[config.mk]
export PLATFORM = sky130hd
export DESIGN_NAME = windowed_event_counter
export DESIGN_NICKNAME = d
export VERILOG_FILES = /design/src/rtl/wec_pkg.sv /design/src/rtl/windowed_event_counter.sv /design/src/rtl/wec_front.sv /design/src/rtl/wec_queue.sv /design/src/rtl/wec_back.sv
export SDC_FILE = /design/constraint.sdc
export NUM_CORES = 1
export LEC_CHECK = 0
export CAP_MARGIN = 15
export CORE_MARGIN = 3
export CORE_UTILIZATION = 63
export CTS_CLUSTER_DIAMETER = 30
export DETAILED_ROUTE_END_ITERATION = 10
export DONT_BUFFER_PORTS = 1
export GPL_ROUTABILITY_DRIVEN = 0
export HOLD_SLACK_MARGIN = 0.15
export PLACE_DENSITY = 0.79
export SETUP_SLACK_MARGIN = 0.05
export SLEW_MARGIN = 20
export SYNTH_ARGS = -nofsm -noshare
export SYNTH_HDL_FRONTEND = slang
export SYNTH_HIERARCHICAL = 1
export SYNTH_SLANG_ARGS = --single-unit
[constraint.sdc]
create_clock -name clk -period 45.6 [get_ports clk]
set_input_delay 2.28 -clock clk [delete_from_list [all_inputs] [get_ports clk]]
set_output_delay 2.28 -clock clk [all_outputs]
set_load 0.01 [all_outputs]
[src/rtl/wec_pkg.sv]
// Shared types and constants for the windowed event counter.
// No dependencies; imported by every module under rtl/.
package wec_pkg;

  localparam int DEPTH   = 10;                    // stored events
  localparam int CNT_W   = $clog2(DEPTH + 1);     // holds 0..DEPTH
  localparam int TS_W    = 32;
  localparam int THR_W   = TS_W + 1;              // signed threshold
  localparam int RC_W    = 4;                     // result field width
  localparam int RC_MAX  = (1 << RC_W) - 1;
  localparam int Q_DEPTH = 2;
  localparam int Q_AW    = (Q_DEPTH > 1) ? $clog2(Q_DEPTH) : 1;
  localparam int Q_CW    = $clog2(Q_DEPTH + 1);

  typedef enum logic [0:0] {
    OP_RECORD = 1'b0,
    OP_CHECK  = 1'b1
  } op_t;

  typedef struct packed {
    op_t                     op;
    logic [TS_W-1:0]         ts;
    logic signed [THR_W-1:0] thr;
  } item_t;

  typedef struct packed {
    logic full;
    logic empty;
  } q_stat_t;

endpackage

[src/rtl/windowed_event_counter.sv]
// Top level of the windowed event counter: front end, queue, event store.
// Depends on wec_pkg, wec_front, wec_queue, wec_back.
//
//  port group        dir  handshake            beat
//  start/in_*        in   start && !busy       op, timestamp, window
//  out_strobe/out_*  out  out_strobe (1 cycle) recent_count (checks only)
//
// One item is taken per cycle while busy is low. A check's count passes
// through the front register, queue, compare register and count
// register. busy rises only when the front register holds an item and the
// two-entry queue is full; the store drains one queue entry every cycle
// that the queue is not empty. Results cannot be held off. Reset (rst_n low,
// synchronous) empties the store count and queue; no clearing pass is needed.
module windowed_event_counter import wec_pkg::*; (
  input  logic            clk,
  input  logic            rst_n,
  input  logic            start,
  output logic            busy,
  input  logic [0:0]      in_op,
  input  logic [TS_W-1:0] in_timestamp,
  input  logic [TS_W-1:0] in_window,
  output logic            out_strobe,
  output logic [RC_W-1:0] out_recent_count
);

  q_stat_t q_stat;
  logic    push, pop;
  item_t   push_item, head;

  assign pop = !q_stat.empty;

  wec_front u_front (
    .clk          (clk),
    .rst_n        (rst_n),
    .start        (start),
    .busy         (busy),
    .in_op        (in_op),
    .in_timestamp (in_timestamp),
    .in_window    (in_window),
    .q_stat       (q_stat),
    .push         (push),
    .push_item    (push_item)
  );

  wec_queue u_queue (
    .clk       (clk),
    .rst_n     (rst_n),
    .push      (push),
    .push_item (push_item),
    .pop       (pop),
    .head      (head),
    .stat      (q_stat)
  );

  wec_back u_back (
    .clk              (clk),
    .rst_n            (rst_n),
    .pop              (pop),
    .head             (head),
    .out_strobe       (out_strobe),
    .out_recent_count (out_recent_count)
  );

  a_chk_gives_result: assert property (@(posedge clk) disable iff (!rst_n)
    (pop && head.op == OP_CHECK) |-> ##2 out_strobe)
    else $error("check left the queue without a result");

  a_result_has_chk: assert property (@(posedge clk) disable iff (!rst_n)
    out_strobe |-> $past(pop && head.op == OP_CHECK, 2))
    else $error("result without a check");

  a_busy_queue_full: assert property (@(posedge clk) disable iff (!rst_n)
    busy |-> (q_stat.full && !push))
    else $error("busy while the queue has room");

endmodule

[src/rtl/wec_front.sv]
// Front end: takes commands, computes the check threshold, holds one item
// until the queue has room. Depends on wec_pkg.
module wec_front import wec_pkg::*; (
  input  logic              clk,
  input  logic              rst_n,
  input  logic              start,
  output logic              busy,
  input  logic [0:0]        in_op,
  input  logic [TS_W-1:0]   in_timestamp,
  input  logic [TS_W-1:0]   in_window,
  input  q_stat_t           q_stat,
  output logic              push,
  output item_t             push_item
);

  logic  hold_r, hold_nxt;
  item_t item_r, item_nxt;
  logic  accept;

  assign push   = hold_r && !q_stat.full;
  assign busy   = hold_r && q_stat.full;
  assign accept = start && !busy;

  always_comb begin
    hold_nxt = accept || (hold_r && !push);
    item_nxt = item_r;
    if (accept) begin
      item_nxt.op  = op_t'(in_op);
      item_nxt.ts  = in_timestamp;
      // negative when the window reaches back past time zero
      item_nxt.thr = $signed({1'b0, in_timestamp}) - $signed({1'b0, in_window});
    end
  end

  always_ff @(posedge clk) begin
    if (!rst_n) begin
      hold_r <= 1'b0;
    end else begin
      hold_r <= hold_nxt;
    end
  end

  always_ff @(posedge clk) begin
    item_r <= item_nxt;
  end

  assign push_item = item_r;

endmodule

[src/rtl/wec_queue.sv]
// Short FIFO between the front end and the event store.
// Depends on wec_pkg for item_t and the queue depth.
module wec_queue import wec_pkg::*; (
  input  logic    clk,
  input  logic    rst_n,
  input  logic    push,
  input  item_t   push_item,
  input  logic    pop,
  output item_t   head,
  output q_stat_t stat
);

  item_t           mem_r [Q_DEPTH];
  logic [Q_AW-1:0] wr_r, wr_nxt, rd_r, rd_nxt;
  logic [Q_CW-1:0] cnt_r, cnt_nxt;
  logic            do_push, do_pop;

  assign stat.full  = (cnt_r == Q_CW'(Q_DEPTH));
  assign stat.empty = (cnt_r == '0);
  assign do_push    = push && !stat.full;
  assign do_pop     = pop && !stat.empty;
  assign head       = mem_r[rd_r];

  always_comb begin
    wr_nxt  = wr_r;
    rd_nxt  = rd_r;
    cnt_nxt = cnt_r;
    if (do_push) begin
      wr_nxt = (wr_r == Q_AW'(Q_DEPTH - 1)) ? '0 : wr_r + 1'b1;
    end
    if (do_pop) begin
      rd_nxt = (rd_r == Q_AW'(Q_DEPTH - 1)) ? '0 : rd_r + 1'b1;
    end
    case ({do_push, do_pop})
      2'b10:   cnt_nxt = cnt_r + 1'b1;
      2'b01:   cnt_nxt = cnt_r - 1'b1;
      default: cnt_nxt = cnt_r;
    endcase
  end

  always_ff @(posedge clk) begin
    if (!rst_n) begin
      wr_r  <= '0;
      rd_r  <= '0;
      cnt_r <= '0;
    end else begin
      wr_r  <= wr_nxt;
      rd_r  <= rd_nxt;
      cnt_r <= cnt_nxt;
    end
  end

  always_ff @(posedge clk) begin
    if (do_push) begin
      mem_r[wr_r] <= push_item;
    end
  end

endmodule

[src/rtl/wec_back.sv]
// Back end: event store as a shift line (newest at cell 0), parallel
// threshold compare, then run-length count. Depends on wec_pkg.
module wec_back import wec_pkg::*; (
  input  logic            clk,
  input  logic            rst_n,
  input  logic            pop,
  input  item_t           head,
  output logic            out_strobe,
  output logic [RC_W-1:0] out_recent_count
);

  logic [TS_W-1:0]  cell_r [DEPTH];
  logic [CNT_W-1:0] fill_r, fill_nxt;
  logic [DEPTH-1:0] ge, ge_r;
  logic             cmp_vld_r;
  logic             strobe_r;
  logic [RC_W-1:0]  count_r, count_nxt;
  logic [CNT_W-1:0] run;
  logic             is_rec, is_chk;

  assign is_rec = pop && (head.op == OP_RECORD);
  assign is_chk = pop && (head.op == OP_CHECK);

  always_comb begin
    for (int i = 0; i < DEPTH; i++) begin
      ge[i] = (CNT_W'(i) < fill_r) && ($signed({1'b0, cell_r[i]}) >= head.thr);
    end
  end

  always_comb begin
    fill_nxt = fill_r;
    if (is_rec && fill_r != CNT_W'(DEPTH)) begin
      fill_nxt = fill_r + 1'b1;
    end
  end

  // first failing cell from the newest end sets the count
  always_comb begin
    run = CNT_W'(DEPTH);
    for (int i = DEPTH - 1; i >= 0; i--) begin
      if (!ge_r[i]) begin
        run = CNT_W'(i);
      end
    end
    if (32'(run) > RC_MAX) begin
      count_nxt = RC_W'(RC_MAX);
    end else begin
      count_nxt = RC_W'(run);
    end
  end

  always_ff @(posedge clk) begin
    if (!rst_n) begin
      fill_r    <= '0;
      cmp_vld_r <= 1'b0;
      strobe_r  <= 1'b0;
    end else begin
      fill_r    <= fill_nxt;
      cmp_vld_r <= is_chk;
      strobe_r  <= cmp_vld_r;
    end
  end

  always_ff @(posedge clk) begin
    if (is_rec) begin
      cell_r[0] <= head.ts;
      for (int i = 1; i < DEPTH; i++) begin
        cell_r[i] <= cell_r[i-1];
      end
    end
    if (is_chk) begin
      ge_r <= ge;
    end
    if (cmp_vld_r) begin
      count_r <= count_nxt;
    end
  end

  assign out_strobe       = strobe_r;
  assign out_recent_count = count_r;

endmodule

==> impl_metrics.env, run 1 <==
export IMPL_cts_setup_buffers=0
export IMPL_numCtsBuffers=100
export IMPL_crit_type="in -> reg"
export IMPL_dpl_cell_area_mm2=0.02719
export IMPL_p_total_mw=1.814
export IMPL_max_stage_delay_ns=0.43
export IMPL_cp_endpoint="u_front/push_item[32]"
export IMPL_hold_buffers=0
export IMPL_end_kind="register"
export IMPL_busiest_layer="met2"
export IMPL_fin_nets=2370
export IMPL_ctsLongestPathBuffers=3
export IMPL_clk_root_buffer_cell="clkbuf_16"
export IMPL_grt_antenna_before_repair=0
export IMPL_slew_headroom=0.3527
export IMPL_fin_cells=2563
export IMPL_r2r_end="u_back/ge_r[4]"
export IMPL_reg2reg_depth=9
export IMPL_die_w_um=211.2
export IMPL_grt_pass1_wl_um=85750
export IMPL_tns_ns=0
export IMPL_rsz0062_at_grt="false"
export IMPL_clock_latency_ns=0.63
export IMPL_vias=16180
export IMPL_power_density_mw_per_mm2=59.01
export IMPL_grt_max_degree=214
export IMPL_syn_area_mm2=0.02653
export IMPL_met3_usage=0.04218
export IMPL_synth_nets=2275
export IMPL_synth_area_top_cells="edfxtp_1 (60%), ha_1 (17%), mux2_2 (2.8%)"
export IMPL_fmax_mhz=230.2
export IMPL_yosys_area_top_type="edfxtp_1"
export IMPL_port_buffers=0
export IMPL_rows=74
export IMPL_yosysWarnings=6
export IMPL_setup_viol=0
export IMPL_fin_crit_sh=0.09526
export IMPL_area_growth_pct=15.92
export IMPL_cp_cell_sequence="inv_1, ha_1, fa_1, nand2b_1, a21oi_1, o21ai_2, or3_4, a21boi_4, a31oi_2, o31a_1"
export IMPL_synth_edf_count=532
export IMPL_maxCapViolCount=0
export IMPL_dp_cells=2374
export IMPL_gr_usage_met1=0.2990
export IMPL_synth_seq_cells=544
export IMPL_die_h_um=211.2
export IMPL_final_area_mm2=0.03075
export IMPL_async_flop_share=0
export IMPL_design_die_area_mm2=0.04461
export IMPL_drive_above_1_share=0.1324
export IMPL_outcome="complete, no violations"
export IMPL_ir_drop_v=0.00004777
export IMPL_h_tree_depth=3
export IMPL_setup_worst_path_start_class="input pin"
export IMPL_first_global_vias=16920
export IMPL_timing_hold_ws_ns=0.4379
export IMPL_pre_cts_ws_ns=40.67
export IMPL_n_antenna_cell=0
export IMPL_startpoint="in_timestamp[0]"
export IMPL_ys_types=83
export IMPL_core_mm2=0.04120
export IMPL_slew_viol_final=0
export IMPL_fin_ws_ns=41.26
export IMPL_overflow=0
export IMPL_io_pins=74
export IMPL_fin_util=0.7463
export IMPL_min_period_ns=4.344
export IMPL_place_hpwl_um=36260
export IMPL_grt_usage=0.2458
export IMPL_worst_path_max_fanout=6
export IMPL_drt_iter0_drc=1208
export IMPL_synthCells=1850
export IMPL_skew_ns=0.02217
export IMPL_crit_slowest_cell="fa_1"
export IMPL_first_pass_iters=5
export IMPL_leakagePower_nw=11.88
export IMPL_min_path_type="reg -> reg"
export IMPL_synth_flop_cell="edfxtp_1"
export IMPL_final_hold_viol_count=0
export IMPL_syn_avg_cell_area_um2=14.34
export IMPL_cts_sinks=544
export IMPL_r2r_slack_ns=41.51
export IMPL_start_util=0.6439
export IMPL_drc=0
export IMPL_postCtsResizedCells=0
export IMPL_cts_clk_slew_worst_paths_ns=0.05
export IMPL_cp_arrival_ns=4.72
export IMPL_ant_nets=0
export IMPL_ys_seq_area_frac=0.6113
export IMPL_via_per_inst=6.312
export IMPL_synth_top_area_frac=0.6022
export IMPL_use_met2=0.4295
export IMPL_wirelength_um=54460
export IMPL_wl_per_cell_um=21.25
export IMPL_cts_tree="done"
export IMPL_worst_slew_pin_slew_ns=0.9710
export IMPL_cp_data_required_time_ns=45.97
[layout make-up]
type / count / area [um2]
Clock buffer: 109 / 2536
Clock inverter: 79 / 1001
Fill cell: 2248 / 10450
Inverter: 103 / 386.6
Multi-Input combinational cell: 1189 / 9859
Sequential cell: 544 / 16220
Tap cell: 532 / 665.6
Timing Repair Buffer: 7 / 85.08
[how the worst min path moves through the flow]
stage | startpoint | end | slack, ns | cells after the start
after floorplan | u_front/push_item[0] | u_queue/mem_r[0][0] | 0.42 | 0
after global placement | u_front/push_item[56] | u_queue/mem_r[0][56] | 0.42 | 0
after detailed placement | u_front/push_item[11] | u_queue/mem_r[1][11] | 0.43 | 0
after CTS | u_front/push_item[56] | u_queue/mem_r[0][56] | 0.44 | 0
after global routing | u_back/cell_r[5][7] | u_back/cell_r[6][7] | 0.45 | 0
final | u_back/cell_r[7][0] | u_back/cell_r[8][0] | 0.44 | 0
[layer usage]
layer / wire length (um) / up-vias
met5: 0 / -
li1: - / 7524
met4: 2179 / 0
met3: 2746 / 156
met2: 27540 / 624
met1: 21990 / 7873
[placed cells by master (no fill, tap or decap), types with 24 or more instances in the layout]
master and instances:
mux2_2 66, nand4_1 61, edfxtp_1 532, clkbuf_16 100
a21oi_1 147, nor3_1 26, xnor2_1 24, inv_1 100
nor2_1 52, nand2_1 94, a21o_1 38, ha_1 356
o21ai_0 52, nand3_1 38
[registers in the layout, summed over array words and instances, names as in the netlist, named ones only]
| name | cells |
|---|---|
| u_back/cell_r | 320 |
| u_back/cmp_vld_r | 1 |
| u_back/fill_r | 4 |
| u_back/ge_r | 10 |
| u_back/out_recent_count | 4 |
| u_back/out_strobe | 1 |
| u_front/hold_r | 1 |
| u_front/push_item | 66 |
| u_queue/cnt_r | 2 |
| u_queue/mem_r | 132 |
| u_queue/rd_r | 1 |
| u_queue/wr_r | 1 |
[cells by family (layout without fill, tap and decap cells)]
family | Yosys count | count (layout) | synth area share
xor+xnor | 31 | 31 | 0.01023
simple gates | 353 | 353 | 0.07009
compound gates | 381 | 381 | 0.09367
mux | 67 | 67 | 0.02839
flops | 544 | 544 | 0.6113
buf+inv | 117 | 298 | 0.01769
fa+ha+maj | 357 | 357 | 0.1687
[Yosys cell counts, types with 14 or more instances]
library cell and instances:
o21ai_0 52, xnor2_1 24, nor3_1 26, a21o_1 38, o21a_1 18, mux2_2 66, a21oi_1 147, nand2_1 94
inv_1 101, ha_1 356, a211oi_1 14, nor2_1 52, edfxtp_1 532, nand3_1 38, nand4_1 61
[power by group]
group / leakage [nW] / switching [mW] / internal [mW]
logic: 5.16 / 0.224 / 0.131
clock network: 1.71 / 0.250 / 0.511
registers: 5.01 / 0.0363 / 0.662
[critical path: cells and delay by family]
kind / cells / cell delay (ns)
and+or+nand+nor: 2 / 0.58
buffers and inverters: 1 / 0.02
AOI/OAI and AO/OA: 5 / 1.14
adders and majority gates: 2 / 0.69
No activity file was read; power rests on OpenSTA's default activity.
==> run 2, diff against run 1 <==
clock period = 4.5 ns   (was 45.6 ns; I/O delays follow)
==> run 2 against run 1 <==
Compared with the run above: non-clock buffer count increased by 69; combinational power increased to 11 times the previous value; global-route usage rose by 2.7 points; register-to-register slack got worse by 41 ns; cell area rose by 2.3%; wire length grew 9.9%; count of clock-buffer cells in the layout down 2; first-iteration DRC count increased by 14%; utilization is 1.7 points higher; largest cell class unchanged; highest routed layer unchanged.
==> impl_metrics.env, run 2 (same netlist as run 1, synthesis figures left out) <==
export IMPL_leakagePower_nw=12.22
export IMPL_ctsLongestPathBuffers=3
export IMPL_die_w_um=211.2
export IMPL_largest_reg_flops=320
export IMPL_min_period_ns=3.836
export IMPL_area_growth_pct=18.58
export IMPL_pre_cts_ws_ns=0.7455
export IMPL_max_flop_register="u_back/cell_r"
export IMPL_slew_headroom=0.4055
export IMPL_cts_clk_slew_worst_paths_ns=0.05
export IMPL_r2r_end="u_back/ge_r[4]"
export IMPL_drc=0
export IMPL_hold_path_depth=3
export IMPL_fin_nets=2440
export IMPL_grt_max_degree=128
export IMPL_n_fill_cell=2203
export IMPL_p_clk_frac=0.420
export IMPL_maxCapViolCount=0
export IMPL_rsz0062_at_grt="false"
export IMPL_place_hpwl_um=38840
export IMPL_final_hold_viol_count=0
export IMPL_design_die_area_mm2=0.04461
export IMPL_h_tree_depth=3
export IMPL_cp_arrival_ns=4.31
export IMPL_setup_viol=0
export IMPL_layout_common_cells="edfxtp_1 (532), ha_1 (356), a21oi_1 (147), clkbuf_16 (102), inv_1 (100)"
export IMPL_final_area_mm2=0.03146
export IMPL_dpl_cell_area_mm2=0.02731
export IMPL_cp_data_required_time_ns=4.98
export IMPL_r2r_slack_ns=0.66
export IMPL_p_total_mw=18.78
export IMPL_cts_setup_buffers=0
export IMPL_outcome="complete, no violations"
export IMPL_comb_power_share=0.201
export IMPL_tns_ns=0
export IMPL_holdPathEnd="u_front/push_item[24]"
export IMPL_crit_type="reg -> reg"
export IMPL_wirelength_um=59840
export IMPL_power_density_mw_per_mm2=597.0
export IMPL_skew_ns=0.02014
export IMPL_slew_viol_final=0
export IMPL_fin_ws_ns=0.6643
export IMPL_clock_latency_ns=0.62
export IMPL_drt_iter0_drc=1383
export IMPL_ir_drop_v=0.0003713
export IMPL_reg2reg_depth=8
export IMPL_cts_sinks=544
export IMPL_p_sw_mw=5.368
export IMPL_fin_crit_sh=0.8524
export IMPL_dp_cells=2388
export IMPL_setup_worst_path_start_class="register"
export IMPL_via_per_inst=6.342
export IMPL_wl_per_cell_um=22.73
export IMPL_netSwitchingFraction=0.2858
export IMPL_grt_pass1_wl_um=94540
export IMPL_start_util=0.6439
export IMPL_numCtsBuffers=101
export IMPL_vias=16700
export IMPL_first_global_vias=18060
export IMPL_grt_antenna_before_repair=0
export IMPL_overflow=0
export IMPL_io_pins=74
export IMPL_fmax_mhz=260.7
export IMPL_fin_cells=2633
export IMPL_min_path_type="in -> reg"
export IMPL_rows=74
export IMPL_ant_nets=0
export IMPL_die_h_um=211.2
export IMPL_worst_slew_pin_slew_ns=0.8836
export IMPL_drive_above_1_share=0.1385
export IMPL_cell_internal_pwr_mw=13.41
export IMPL_end_kind="register"
export IMPL_clk_root_buffer_cell="clkbuf_16"
export IMPL_worst_path_max_fanout=33
export IMPL_seq_power_share=0.379
export IMPL_cts_tree="done"
export IMPL_grt_usage=0.2731
export IMPL_n_antenna_cell=0
export IMPL_port_buffers=0
export IMPL_timing_hold_ws_ns=0.1960
export IMPL_core_mm2=0.04120
export IMPL_min_delay_start="in_timestamp[23]"
export IMPL_first_pass_iters=6
export IMPL_fin_util=0.7635
export IMPL_final_common_cell="edfxtp_1"
run 2: power by group through the flow:
stage | sequential [mW] | clock [mW] | combinational (mW)
final | 7.12 | 7.88 | 3.78
after global routing | 7.19 | 8.23 | 4.19
after CTS | 7.11 | 7.93 | 3.73
after detailed placement | 7.19 | 0 | 3.55
after global placement | 7.13 | 0 | 3.32
after floorplan | 7.13 | 0 | 2.54
run 2: how the worst max path moves through the flow:
stage,end,slack (ns),depth (start not counted)
floorplan,u_back/fill_r[0],-2.04,6
global route,u_back/ge_r[4],0.36,8
CTS,u_back/ge_r[4],0.65,8
global placement,u_back/ge_r[4],0.88,8
detailed placement,u_back/ge_r[4],0.75,8
finish,u_back/ge_r[4],0.66,8
run 2: layout make-up:
class,instances,area [um2],share of cell area
clock buffers,107,2571,0.08174
inverters,103,386.6,0.01229
clock inverters,82,1017,0.03234
multi-input cells,1189,9863,0.3136
well taps,532,665.6,0.02116
repair buffers,76,735.7,0.02339
flip-flops and latches,544,16220,0.5155
run 2: per-layer routing:
| layer | vias up | share of wire | track usage |
|---|---|---|---|
| li1 | 7669 | - | - |
| met1 | 8139 | 0.37 | 0.3129 |
| met2 | 695 | 0.52 | 0.4908 |
| met3 | 195 | 0.054 | 0.04337 |
| met4 | 0 | 0.054 | 0.1515 |
| met5 | - | 0 | 0 |
run 2: repair_timing:
item	in CTS	in global routing
resized for setup	0	0
endpoints found under the hold margin	71	0
endpoints found under the setup margin	0	0
hold buffers	56	0
run 2: worst max-delay path, stage by stage, from the launching register on:
cell and delay (ns):
dfxtp_2 0.86, mux2_2 0.42, inv_1 0.37, ha_1 0.26, nand4_1 0.16, nor4_1 0.80, a22oi_1 0.27, a311oi_1 0.37
a211o_1 0.16
==> run 3, diff against run 2 <==
BUFFER_PORTS_ARGS = -buffer_cell sky130_fd_sc_hd__buf_2   (was not set)
DONT_BUFFER_PORTS = not set   (was 1)
PLACE_DENSITY = 0.8   (was 0.79)
==> run 3 against run 2 <==
Compared with the run above: largest power group unchanged; largest cell class unchanged; global-route usage hardly changed; maximum frequency is 11% higher; sequential power hardly changed; critical endpoint is now u_back/ge_r[2]; final cell count is 1.7% higher.
==> impl_metrics.env, run 3 (same netlist as run 1, synthesis figures left out) <==
export IMPL_clk_root_buffer_cell="clkbuf_16"
export IMPL_grt_antenna_before_repair=0
export IMPL_first_global_vias=18210
export IMPL_ant_nets=0
export IMPL_rows=74
export IMPL_vias=17000
export IMPL_maxCapViolCount=0
export IMPL_fin_nets=2488
export IMPL_leakagePower_nw=12.34
export IMPL_fmax_mhz=289.6
export IMPL_wl_per_cell_um=22.40
export IMPL_place_hpwl_um=38990
export IMPL_first_pass_iters=6
export IMPL_fin_crit_sh=0.7674
export IMPL_core_mm2=0.04120
export IMPL_fin_cells=2679
export IMPL_timing_hold_ws_ns=0.2224
export IMPL_n_fill_cell=2153
export IMPL_cts_tree="done"
export IMPL_end_kind="register"
export IMPL_cp_cell_sequence="buf_12, mux2_2, inv_1, ha_1, and4_1, and2_1, a22o_1, a211oi_1, o21ai_1"
export IMPL_cts_clk_slew_worst_paths_ns=0.05
export IMPL_fin_ws_ns=1.047
export IMPL_wirelength_um=60000
export IMPL_worst_path_max_fanout=66
export IMPL_ctsLongestPathBuffers=3
export IMPL_h_tree_depth=3
export IMPL_cts_sinks=544
export IMPL_skew_ns=0.02354
export IMPL_largest_reg_flops=320
export IMPL_outcome="complete, no violations"
export IMPL_final_area_mm2=0.03151
export IMPL_final_hold_viol_count=0
export IMPL_min_path_type="in -> reg"
export IMPL_overflow=0
export IMPL_crit_slowest_cell="a211oi_1"
export IMPL_design_die_area_mm2=0.04461
export IMPL_cts_setup_buffers=0
export IMPL_worst_slew_pin_slew_ns=1.069
export IMPL_dp_cells=2455
export IMPL_die_w_um=211.2
export IMPL_drt_iter0_drc=1414
export IMPL_power_density_mw_per_mm2=587.0
export IMPL_grt_usage=0.2733
export IMPL_dpl_cell_area_mm2=0.02767
export IMPL_start_util=0.6439
export IMPL_layout_common_cells="edfxtp_1 (532), ha_1 (356), a21oi_1 (147), inv_1 (100), clkbuf_16 (99)"
export IMPL_ir_drop_v=0.0003756
export IMPL_max_stage_delay_ns=0.58
export IMPL_grt_max_degree=78
export IMPL_min_period_ns=3.453
export IMPL_rsz0062_at_grt="false"
export IMPL_crit_type="reg -> reg"
export IMPL_cp_data_required_time_ns=4.84
export IMPL_die_h_um=211.2
export IMPL_p_total_mw=18.50
export IMPL_io_pins=74
export IMPL_numCtsBuffers=98
export IMPL_max_flop_register="u_back/cell_r"
export IMPL_drc=0
export IMPL_grt_pass1_wl_um=94620
export IMPL_slew_headroom=0.2872
export IMPL_pre_cts_ws_ns=1.175
export IMPL_drive_above_1_share=0.1584
export IMPL_setup_viol=0
export IMPL_setup_worst_path_start_class="register"
export IMPL_via_per_inst=6.344
export IMPL_port_buffers=73
export IMPL_final_common_cell="edfxtp_1"
export IMPL_cp_arrival_ns=3.79
export IMPL_clock_latency_ns=0.63
export IMPL_area_growth_pct=18.79
export IMPL_slew_viol_final=0
==> run 3: cell count changes in the layout (fill, tap and decap cells not counted), sizes merged <==
cell,change
buf,+67
bufinv,-5
clkbuf,+11
clkinv,-10
clkinvlp,-4
diode,+1
dlygate4sd3,-16
inv,+2
==> run 3: critical path, delay by kind of cell, from the launching register on <==
kind | cells | cell delay, ns
buffers and inverters | 2 | 0.64
flip-flops | 1 | 0.33
adder cells (fa/ha/maj) | 1 | 0.34
AND/OR/NAND/NOR | 2 | 0.39
multiplexers | 1 | 0.40
AO/OA/AOI/OAI | 3 | 0.97
==> run 3: area by class of cell <==
cell class	count	area, um2	share of cell area
sequential	544	16220	0.5146
multi-input combinational	1189	9863	0.3130
clock buffer	118	2569	0.08152
timing repair buffer	127	933.4	0.02962
clock inverter	65	874.6	0.02775
tap	532	665.6	0.02112
inverter	103	386.6	0.01227
antenna	1	2.502	0.00007941
==> run 3: metal layers <==
metal,vias up,track usage,share of wire
li1,7754,-,-
met1,8301,0.3147,0.38
met2,724,0.4865,0.51
met3,217,0.04619,0.053
met4,0,0.1531,0.056
met5,-,0,0
==> run 3: what timing repair did <==
action                                 in CTS  in global routing
setup endpoints to repair                   0                  0
resized for setup                           0                  0
endpoints found under the hold margin      52                  0
hold buffers                               40                  0
==> run 3: metrics by stage <==
stage | utilization | TNS [ns]
after CTS | 0.7647 | 0
after floorplan | - | -478.13
final | 0.7648 | 0
after global placement | 0.6715 | 0
after detailed placement | 0.6715 | 0
after global routing | 0.7647 | 0
==> run 3: worst paths after layout <==
check,startpoint,endpoint,slack [ns],depth (start not counted)
max reg2reg,register,u_back/ge_r[2],1.05,9
min,in_window[7],u_front/push_item[7],0.22,5
min reg2reg,u_front/push_item[60],u_queue/mem_r[1][60],0.44,0
max,register,u_back/ge_r[2],1.05,9
==> run 3: power by group <==
group / total [mW] / switching, mW / internal, mW
clock network: 7.57 / 2.59 / 4.98
logic: 3.83 / 2.40 / 1.43
registers: 7.10 / 0.397 / 6.70
total: 18.5 / 5.39 / 13.1
